`config.mk`:
```
export PLATFORM = sky130hd
export DESIGN_NAME = epoch_seconds_to_calendar
export DESIGN_NICKNAME = d
export VERILOG_FILES = /design/src/hdl/esc_pkg.sv /design/src/hdl/esc_split.sv /design/src/hdl/esc_time.sv /design/src/hdl/esc_date.sv /design/src/hdl/epoch_seconds_to_calendar.sv
export SDC_FILE = /design/constraint.sdc
export NUM_CORES = 2
export LEC_CHECK = 0
export ABC_AREA = 1
export BUFFER_PORTS_ARGS = -buffer_cell sky130_fd_sc_hd__clkbuf_2
export CELL_PAD_IN_SITES_DETAIL_PLACEMENT = 0
export CELL_PAD_IN_SITES_GLOBAL_PLACEMENT = 1
export CORE_UTILIZATION = 45
export CTS_CLUSTER_SIZE = 8
export DETAILED_ROUTE_END_ITERATION = 16
export GPL_TIMING_DRIVEN = 0
export PLACE_DENSITY = 0.76
export RECOVER_POWER = 100
export SLEW_MARGIN = 0
export SYNTH_ARGS = -nofsm -noshare
export SYNTH_HDL_FRONTEND = slang
export SYNTH_HIERARCHICAL = 1
export SYNTH_SLANG_ARGS = --single-unit
```
`constraint.sdc`:
```
create_clock -name i_clk -period 7.8 [get_ports i_clk]
set_input_delay 0.39 -clock i_clk [delete_from_list [all_inputs] [get_ports i_clk]]
set_output_delay 0.39 -clock i_clk [all_outputs]
set_load 0.1 [all_outputs]
```
`src/hdl/esc_pkg.sv`:
```
// ============================================================================
// esc_pkg
// Shared types, constants and tables for the epoch seconds to calendar block.
// ============================================================================
package esc_pkg;

    typedef logic [31:0] t_secs;
    typedef logic [15:0] t_days;
    typedef logic [16:0] t_sod;
    typedef logic [11:0] t_year;
    typedef logic [3:0]  t_month;
    typedef logic [4:0]  t_dom;
    typedef logic [4:0]  t_hour;
    typedef logic [5:0]  t_minute;
    typedef logic [5:0]  t_second;
    typedef logic [2:0]  t_weekday;

    typedef struct packed {
        t_hour   hour;
        t_minute minute;
        t_second second;
    } t_hms;

    typedef struct packed {
        t_year    year;
        t_month   month;
        t_dom     dom;
        t_weekday weekday;
        logic     beyond_2099;
    } t_cal;

    // Seconds are pre-shifted by seven bits, leaving a division by 675.
    localparam logic [25:0] DAY_RECIP   = 26'd50903316;
    localparam logic [9:0]  DAY_DIV     = 10'd675;
    // Exact reciprocals for the narrow divisions (rounded up).
    localparam logic [12:0] HOUR_RECIP  = 13'd4661;
    localparam logic [11:0] HOUR_SECS   = 12'd3600;
    localparam logic [12:0] MIN_RECIP   = 13'd4370;
    localparam logic [5:0]  MIN_SECS    = 6'd60;
    localparam logic [15:0] CYCLE_RECIP = 16'd45934;
    localparam logic [10:0] CYCLE_DAYS  = 11'd1461;
    localparam logic [9:0]  SEVEN_RECIP = 10'd586;
    localparam logic [2:0]  WEEK_DAYS   = 3'd7;

    localparam logic [8:0]  YEAR_DAYS   = 9'd365;
    // Day number of 1 March 2100; from there on a virtual 29 February is added.
    localparam logic [15:0] MAR_2100    = 16'd47541;
    localparam logic [11:0] CYCLE_BASE  = 12'd1969;

    // First day of each month within the year, counted from 0.
    function automatic logic [8:0] month_start(input logic leap, input logic [3:0] idx);
        logic [8:0] base;
        base = 9'd0;
        case (idx)
            4'd0:    base = 9'd0;
            4'd1:    base = 9'd31;
            4'd2:    base = 9'd59;
            4'd3:    base = 9'd90;
            4'd4:    base = 9'd120;
            4'd5:    base = 9'd151;
            4'd6:    base = 9'd181;
            4'd7:    base = 9'd212;
            4'd8:    base = 9'd243;
            4'd9:    base = 9'd273;
            4'd10:   base = 9'd304;
            4'd11:   base = 9'd334;
            default: base = 9'd0;
        endcase
        if (leap && (idx >= 4'd2)) begin
            base = base + 9'd1;
        end
        return base;
    endfunction

    // Month offsets of the weekday formula.
    function automatic logic [2:0] wk_offset(input logic [3:0] idx);
        logic [2:0] offs;
        case (idx)
            4'd0:    offs = 3'd0;
            4'd1:    offs = 3'd3;
            4'd2:    offs = 3'd3;
            4'd3:    offs = 3'd6;
            4'd4:    offs = 3'd1;
            4'd5:    offs = 3'd4;
            4'd6:    offs = 3'd6;
            4'd7:    offs = 3'd2;
            4'd8:    offs = 3'd5;
            4'd9:    offs = 3'd0;
            4'd10:   offs = 3'd3;
            4'd11:   offs = 3'd5;
            default: offs = 3'd0;
        endcase
        return offs;
    endfunction

endpackage

```
`src/hdl/esc_split.sv`:
```
// ============================================================================
// esc_split
// Two-stage split of a seconds count into whole days and second of the day.
// ============================================================================
module esc_split (
    input  logic           i_clk,
    input  esc_pkg::t_secs i_secs,
    output esc_pkg::t_days o_days,
    output esc_pkg::t_sod  o_sod
);
    import esc_pkg::*;

    logic [24:0] w_x;
    logic [50:0] w_prod;
    logic [15:0] r_qe;
    t_secs       r_secs;

    logic [24:0] w_x2;
    logic [25:0] w_qm;
    logic [25:0] w_diff;
    logic [25:0] w_rem;
    logic        w_fix;
    t_days       n_days;
    t_sod        n_sod;
    t_days       r_days;
    t_sod        r_sod;

    // The low seven bits of the count pass straight into the second of the day.
    assign w_x    = i_secs[31:7];
    assign w_prod = 51'(w_x) * 51'(DAY_RECIP);

    always_ff @(posedge i_clk) begin
        r_qe   <= w_prod[50:35];
        r_secs <= i_secs;
    end

    // The quotient estimate is low by at most one.
    assign w_x2   = r_secs[31:7];
    assign w_qm   = 26'(r_qe) * 26'(DAY_DIV);
    assign w_diff = 26'(w_x2) - w_qm;
    assign w_fix  = (w_diff >= 26'(DAY_DIV));
    assign w_rem  = w_fix ? (w_diff - 26'(DAY_DIV)) : w_diff;
    assign n_days = r_qe + 16'(w_fix);
    assign n_sod  = {w_rem[9:0], r_secs[6:0]};

    always_ff @(posedge i_clk) begin
        r_days <= n_days;
        r_sod  <= n_sod;
    end

    assign o_days = r_days;
    assign o_sod  = r_sod;

endmodule

```
`src/hdl/esc_time.sv`:
```
// ============================================================================
// esc_time
// Two-stage conversion of the second of the day into hour, minute, second.
// ============================================================================
module esc_time (
    input  logic          i_clk,
    input  esc_pkg::t_sod i_sod,
    output esc_pkg::t_hms o_hms
);
    import esc_pkg::*;

    logic [12:0] w_y;
    logic [24:0] w_hp;
    t_hour       w_hr;
    logic [16:0] w_rh;
    t_hour       r_hour;
    logic [11:0] r_rh;

    logic [23:0] w_mp;
    t_minute     w_mn;
    logic [11:0] w_sec;
    t_hms        r_hms;

    // 3600 is 16 times 225, so the division works on the upper bits.
    assign w_y  = i_sod[16:4];
    assign w_hp = 25'(w_y) * 25'(HOUR_RECIP);
    assign w_hr = w_hp[24:20];
    assign w_rh = i_sod - (17'(w_hr) * 17'(HOUR_SECS));

    always_ff @(posedge i_clk) begin
        r_hour <= w_hr;
        r_rh   <= w_rh[11:0];
    end

    assign w_mp  = 24'(r_rh) * 24'(MIN_RECIP);
    assign w_mn  = w_mp[23:18];
    assign w_sec = r_rh - (12'(w_mn) * 12'(MIN_SECS));

    always_ff @(posedge i_clk) begin
        r_hms.hour   <= r_hour;
        r_hms.minute <= w_mn;
        r_hms.second <= w_sec[5:0];
    end

    assign o_hms = r_hms;

endmodule

```
`src/hdl/esc_date.sv`:
```
// ============================================================================
// esc_date
// Four-stage conversion of a day count into year, month, day and weekday.
// ============================================================================
module esc_date (
    input  logic           i_clk,
    input  esc_pkg::t_days i_days,
    output esc_pkg::t_cal  o_cal
);
    import esc_pkg::*;

    // Stage one: days since 1969-01-01 and the four-year cycle number.
    // Inside the range only 2100 breaks the four-year rule, so a virtual
    // 29 February is inserted there and every cycle ends in a leap year.
    logic        w_late;
    logic [15:0] w_dp;
    logic [31:0] w_cp;
    logic [15:0] r_dp;
    logic [5:0]  r_q4;

    assign w_late = (i_days >= MAR_2100);
    assign w_dp   = i_days + 16'(YEAR_DAYS) + 16'(w_late);
    assign w_cp   = 32'(w_dp) * 32'(CYCLE_RECIP);

    always_ff @(posedge i_clk) begin
        r_dp <= w_dp;
        r_q4 <= w_cp[31:26];
    end

    // Stage two: year within the cycle and day of the year.
    logic [15:0] w_r4;
    logic [1:0]  w_k;
    logic [10:0] w_doy;
    t_year       r_year2;
    logic [8:0]  r_doy;
    logic        r_leap;

    assign w_r4 = r_dp - (16'(r_q4) * 16'(CYCLE_DAYS));

    always_comb begin
        if (w_r4 >= 16'(3 * YEAR_DAYS)) begin
            w_k = 2'd3;
        end else if (w_r4 >= 16'(2 * YEAR_DAYS)) begin
            w_k = 2'd2;
        end else if (w_r4 >= 16'(YEAR_DAYS)) begin
            w_k = 2'd1;
        end else begin
            w_k = 2'd0;
        end
    end

    assign w_doy = w_r4[10:0] - (11'(w_k) * 11'(YEAR_DAYS));

    always_ff @(posedge i_clk) begin
        r_year2 <= CYCLE_BASE + {4'd0, r_q4, 2'b00} + 12'(w_k);
        r_doy   <= w_doy[8:0];
        r_leap  <= (w_k == 2'd3);
    end

    // Stage three: month and day of month, and the two-digit year term.
    logic [3:0]  w_mi;
    logic [8:0]  w_dom;
    logic [11:0] w_yl;
    t_year       r_year3;
    logic [3:0]  r_mi;
    t_dom        r_dom;
    logic [7:0]  r_yl;

    always_comb begin
        w_mi = 4'd0;
        for (int i = 1; i < 12; i++) begin
            if (r_doy >= month_start(r_leap, 4'(i))) begin
                w_mi = 4'(i);
            end
        end
    end

    assign w_dom = r_doy - month_start(r_leap, w_mi) + 9'd1;
    // Year modulo 100, plus 100 for the years 2000 to 2099 and from 2100 on.
    assign w_yl  = (r_year2 >= 12'd2100) ? (r_year2 - 12'd2000) : (r_year2 - 12'd1900);

    always_ff @(posedge i_clk) begin
        r_year3 <= r_year2;
        r_mi    <= w_mi;
        r_dom   <= w_dom[4:0];
        r_yl    <= w_yl[7:0];
    end

    // Stage four: weekday by the table formula, reduced modulo seven.
    logic        w_adj;
    logic [8:0]  w_acc;
    logic [18:0] w_wp;
    logic [8:0]  w_wd;
    t_cal        r_cal;

    assign w_adj = (r_yl[1:0] == 2'd0) && (r_mi < 4'd2);
    assign w_acc = 9'(r_yl) + 9'(r_yl[7:2]) + 9'(r_dom) + 9'(wk_offset(r_mi)) - 9'(w_adj);
    assign w_wp  = 19'(w_acc) * 19'(SEVEN_RECIP);
    assign w_wd  = w_acc - (9'(w_wp[18:12]) * 9'(WEEK_DAYS));

    always_ff @(posedge i_clk) begin
        r_cal.year        <= r_year3;
        r_cal.month       <= r_mi + 4'd1;
        r_cal.dom         <= r_dom;
        r_cal.weekday     <= w_wd[2:0];
        r_cal.beyond_2099 <= (r_year3 > 12'd2099);
    end

    assign o_cal = r_cal;

endmodule

```
`src/hdl/epoch_seconds_to_calendar.sv`:
```
// ============================================================================
// epoch_seconds_to_calendar
// Converts a seconds-since-1970 count into calendar date, time and weekday.
// ============================================================================
// Usage:
//   A transaction is taken on every rising edge where start is high and busy
//   is low. busy is held low, so a new count may be offered in every cycle.
//   The count is registered, split into days and second of the day in two
//   stages, then the date path runs four stages while the time of day is
//   worked out in two and delayed to match.
//   The result is driven on the o_ ports with o_valid high for one cycle,
//   once the count has passed the input register, the two split stages
//   and the four date stages.
//   Throughput is one conversion per cycle, set by the fully pipelined
//   constant-reciprocal dividers; the date path is the longest chain.
//   The receiver cannot stall: each result is presented for exactly one
//   cycle and must be captured then.
//   A synchronous reset clears the valid pipeline, so no result appears
//   from counts offered before or during reset.
//   o_beyond_2099 flags years after 2099, where the weekday is unreliable.
// ============================================================================
module epoch_seconds_to_calendar (
    input  logic              i_clk,
    input  logic              i_rst_n,
    input  logic              start,
    output logic              busy,
    input  esc_pkg::t_secs    i_seconds_count,
    output logic              o_valid,
    output esc_pkg::t_year    o_year,
    output esc_pkg::t_month   o_month,
    output esc_pkg::t_dom     o_day_of_month,
    output esc_pkg::t_hour    o_hour,
    output esc_pkg::t_minute  o_minute,
    output esc_pkg::t_second  o_second,
    output esc_pkg::t_weekday o_weekday,
    output logic              o_beyond_2099
);
    import esc_pkg::*;

    logic        w_accept;
    logic [6:0]  r_vld;
    t_secs       r_secs;
    t_days       w_days;
    t_sod        w_sod;
    t_hms        w_hms;
    t_hms        r_hms_d1;
    t_hms        r_hms_d2;
    t_cal        w_cal;

    assign busy     = 1'b0;
    assign w_accept = start && !busy;

    always_ff @(posedge i_clk) begin
        if (!i_rst_n) begin
            r_vld <= '0;
        end else begin
            r_vld <= {r_vld[5:0], w_accept};
        end
    end

    always_ff @(posedge i_clk) begin
        if (w_accept) begin
            r_secs <= i_seconds_count;
        end
    end

    esc_split u_split (
        .i_clk  (i_clk),
        .i_secs (r_secs),
        .o_days (w_days),
        .o_sod  (w_sod)
    );

    esc_time u_time (
        .i_clk (i_clk),
        .i_sod (w_sod),
        .o_hms (w_hms)
    );

    esc_date u_date (
        .i_clk  (i_clk),
        .i_days (w_days),
        .o_cal  (w_cal)
    );

    // The time path is two stages shorter than the date path.
    always_ff @(posedge i_clk) begin
        r_hms_d1 <= w_hms;
        r_hms_d2 <= r_hms_d1;
    end

    assign o_valid        = r_vld[6];
    assign o_year         = w_cal.year;
    assign o_month        = w_cal.month;
    assign o_day_of_month = w_cal.dom;
    assign o_weekday      = w_cal.weekday;
    assign o_beyond_2099  = w_cal.beyond_2099;
    assign o_hour         = r_hms_d2.hour;
    assign o_minute       = r_hms_d2.minute;
    assign o_second       = r_hms_d2.second;

`ifndef SYNTHESIS
    a_latency: assert property (@(posedge i_clk) disable iff (!i_rst_n)
        o_valid |-> $past(start && !busy, 7))
        else $error("result without a transaction seven cycles earlier");

    a_date_range: assert property (@(posedge i_clk) disable iff (!i_rst_n)
        o_valid |-> (o_month >= 4'd1) && (o_month <= 4'd12) && (o_day_of_month >= 5'd1)
                    && (o_year >= 12'd1970) && (o_year <= 12'd2106))
        else $error("date field out of range");

    a_february: assert property (@(posedge i_clk) disable iff (!i_rst_n)
        (o_valid && (o_month == 4'd2)) |-> (o_day_of_month <= 5'd29))
        else $error("February day beyond 29");

    a_time_range: assert property (@(posedge i_clk) disable iff (!i_rst_n)
        o_valid |-> (o_hour < 5'd24) && (o_minute < 6'd60) && (o_second < 6'd60)
                    && (o_weekday < 3'd7))
        else $error("time or weekday field out of range");
`endif

endmodule

```
==> results.py <==
metrics = {
    "clock_network": {
        "clk-insertion-delay-late_ns": 0.58,
        "cts_tree": "done",
        "htree_levels": 2,
        "cts_sinks": 287,
        "cts_root_buf": "clkbuf_16",
        "cts_buffer_depth": 3,
        "clk_pin_slew_ns": 0.05,
        "cts-buffers-inserted": 45,
    },
    "timing": {
        "finalCriticalPeriod_ns": 7.40,
        "skew_ns": 0.0157,
        "worstMarginPinSlew_ns": 2.35,
        "slew_viol_final": 34,
        "fin_crit_sh_pct": 94.9,
        "clock.fmax_mhz": 135,
        "slew_headroom_pct": -57.0,
        "hold_viol_final": 0,
        "rsz0062_at_grt": "yes",
        "hold_ws_ns": 0.100,
        "finalSetupViolCount": 0,
    },
    "floorplan": {
        "ios": 79,
        "num_rows": 104,
        "core_area_sq_um": 80700,
        "fp.dieW_um": 288,
        "start_util_pct": 45.5,
        "dieArea_sq_um": 82800,
        "die_h_um": 288,
    },
    "detailed_routing": {
        "wire_per_inst_um": 14.3,
        "viasPerCell": 4.78,
        "dr.first_iter.drc_count": 935,
        "via_count": 26500,
        "drt-total-wl_um": 79000,
        "drtPass1Iterations": 11,
        "drtAntennaViolNets": 0,
        "drc": 12,
    },
    "critical_path": {
        "crit_path_top_delay_cell": "fa_1",
        "cp-startpoint": "u_split/o_days[1]$_DFF_P_",
        "worstSetupEndpoint": "u_date/r_q4[5]$_DFF_P_",
        "crit_type": "reg -> reg",
        "worst_path_largest_cell_delay_ns": 0.54,
        "rrSetupSlack_ns": 0.40,
        "worstReg2RegStart": "u_split/o_days[1]$_DFF_P_",
        "path_common_cell": "nand2_1",
        "end_kind": "flip-flop",
        "start_kind": "flip-flop",
        "critPathMaxFanout": 4,
        "crit_arrival_ns": 7.86,
        "r2r_cells": 40,
        "critical_path_required_ns": 8.26,
        "timing.rr.end": "u_date/r_q4[5]$_DFF_P_",
    },
    "global_routing": {
        "grt_max_degree": 34,
        "grt_usage_pct": 19.9,
        "grt_pass1_vias": 27100,
        "grt-ovfl-total": 0,
        "use_met2_pct": 34.5,
        "antenna_found_initial": 0,
        "grtUsageMet1_pct": 26.6,
        "globalRouteMet3Util_pct": 2.11,
        "grt_pass1_wl_um": 133000,
        "busiest_layer": "met2",
    },
    "yosys": {
        "synth_top_family_by_area": "adder cells",
        "synth_edf_count": 32,
        "synthArstFlopShare_pct": 0,
        "ys_types": 62,
        "synthFlopType": "dfxtp_1",
        "syn_nets": 5539,
        "yosys.area_share.adder_pct": 49.2,
        "yosys_warnings": 6,
        "synth_area_leaders": "ha_1 28%, fa_1 21%, dfxtp_1 14%",
        "synth_top_cell_by_area": "ha_1",
        "synth_compound_area_share_pct": 4.98,
        "postSynthAreaPerCell_sq_um": 8.55,
        "synth_xor_area_share_pct": 3.49,
        "synth_mux_area_share_pct": 0.0307,
        "syn_inst": 4294,
        "ys_seq_elements": 287,
        "ys_seq_area_share_pct": 16.5,
        "yosys.area_share.simple_pct": 14.2,
        "synth_top_area_share_pct": 27.9,
        "syn_area_sq_um": 36700,
    },
    "hold_path": {
        "min_delay_path_depth": 3,
        "hp-class": "in -> reg",
    },
    "outcome": {
        "status": "complete, but fails checks",
        "violations": "design-rule violations, max-capacitance violations, max-slew violations",
    },
    "placed_design": {
        "place_area_sq_um": 38400,
        "dp_cells": 5431,
        "place_congestion": 0.853,
        "numPortBuffers": 77,
        "hpwl_um": 66200,
    },
    "layout": {
        "syn2layout_area_growth_pct": 10.0,
        "final_cells": 5545,
        "antenna_cells": 0,
        "stdcell_area_sq_um": 40400,
        "drive_gt1_share_pct": 5.06,
        "layout.nets": 5711,
    },
    "run": {
        "maxCapViolCount": 1,
    },
}
## final cells by class
class	count	area, sq um
tap	1060	1330
sequential	287	6070
timing repair buffer	125	774
buffer	9	61.3
clock buffer	58	1220
multi-input combinational	2880	26600
fill	7879	40300
inverter	1118	4210
clock inverter	8	119
## layer usage
metal	routed length (um)	up-vias
li1	-	13700
met5	0	-
met1	37600	12300
met4	1750	0
met3	2310	108
met2	37400	303
## metrics by stage
stage / setup WS [ns] / setup TNS (ns) / utilization [%]
floorplan: 0.514 / 0 / -
global placement: -0.922 / -4.65 / 47.7
detailed placement: -0.888 / -4.43 / 47.7
CTS: 0.0185 / 0 / 49.9
global route: -0.0587 / -0.156 / 50.1
finish: 0.401 / 0 / 50.1
## worst min path at each step
stage                                          from                       end  slack [ns]
final                                       i_rst_n       r_vld[0]$_SDFF_PN0_        0.10
after global routing                        i_rst_n       r_vld[0]$_SDFF_PN0_        0.13
after CTS                                   i_rst_n       r_vld[0]$_SDFF_PN0_        0.06
after detailed placement        r_hms_d1[2]$_DFF_P_       o_second[2]$_DFF_P_        0.31
after global placement    u_split/r_secs[6]$_DFF_P_  u_split/o_sod[6]$_DFF_P_        0.31
after floorplan                r_hms_d1[12]$_DFF_P_         o_hour[0]$_DFF_P_        0.31
## flip-flops by register name, indices dropped and copies added, names as in the netlist, 7 cells and up, named ones only
name / flops
u_date/r_yl: 8
u_date/r_doy: 9
r_vld: 7
u_date/o_cal: 25
u_split/o_days: 16
u_date/r_year2: 12
u_split/o_sod: 17
u_split/r_secs: 32
r_hms_d1: 17
u_date/r_dp: 16
u_split/r_qe: 16
r_secs: 32
u_date/r_year3: 10
u_time/o_hms: 17
u_time/r_rh: 12
## critical path, delay by kind of cell (launching register included)
| family | cells | cell delay (ns) |
|---|---|---|
| compound gates | 7 | 1.16 |
| fa+ha+maj | 8 | 3.53 |
| xor+xnor | 2 | 0.34 |
| flops | 1 | 0.35 |
| buf+inv | 7 | 0.50 |
| simple gates | 16 | 1.42 |
## cell families after synthesis
logic type,count (synthesis)
adders and majority gates,1210
DFF,287
xor gates and xnor gates,144
other,1
muxes,1
buffers and inverters,1127
AOI/OAI and AO/OA,321
and+or+nand+nor,1203
## cell usage in the layout, fill, tap and decap left out, types with 35 or more instances in the layout
cell	instances
nand3_1	125
dfxtp_1	252
nand4_1	57
nand2_1	697
nor2_1	185
inv_1	1105
fa_1	389
clkbuf_16	46
xnor2_1	37
xor2_1	97
nor3_1	35
clkbuf_1	56
ha_1	816
a21oi_1	148
o21ai_0	72
## repair_timing
action	CTS	global route
hold endpoints to repair	32	0
endpoints found under the setup margin	6	7
buffers inserted	4	13
gates resized for setup	18	36
hold buffers	32	0
pin swaps	6	17
## Yosys cell counts (4+ instances only)
cell type and n:
inv_1 1110, ha_1 820, nand2_1 701, fa_1 390
dfxtp_1 255, nor2_1 189, a21oi_1 151, nand3_1 126
xor2_1 102, o21ai_0 76, nand4_1 57, xnor2_1 39
nor3_1 35, edfxtp_1 32, nand2_2 27, a31oi_1 21
a21o_1 19, nor2_2 13, o21bai_1 13, nand3b_1 12
nand3_2 9, nor4_1 8, o211ai_1 8, and2_1 6
inv_2 6, o31ai_1 5, or2_2 5, a21oi_2 4
buf_4 4
Power is left out: the tool's default activity adds up to more than one toggle a clock period on the data nets, which glitch-free logic cannot reach.
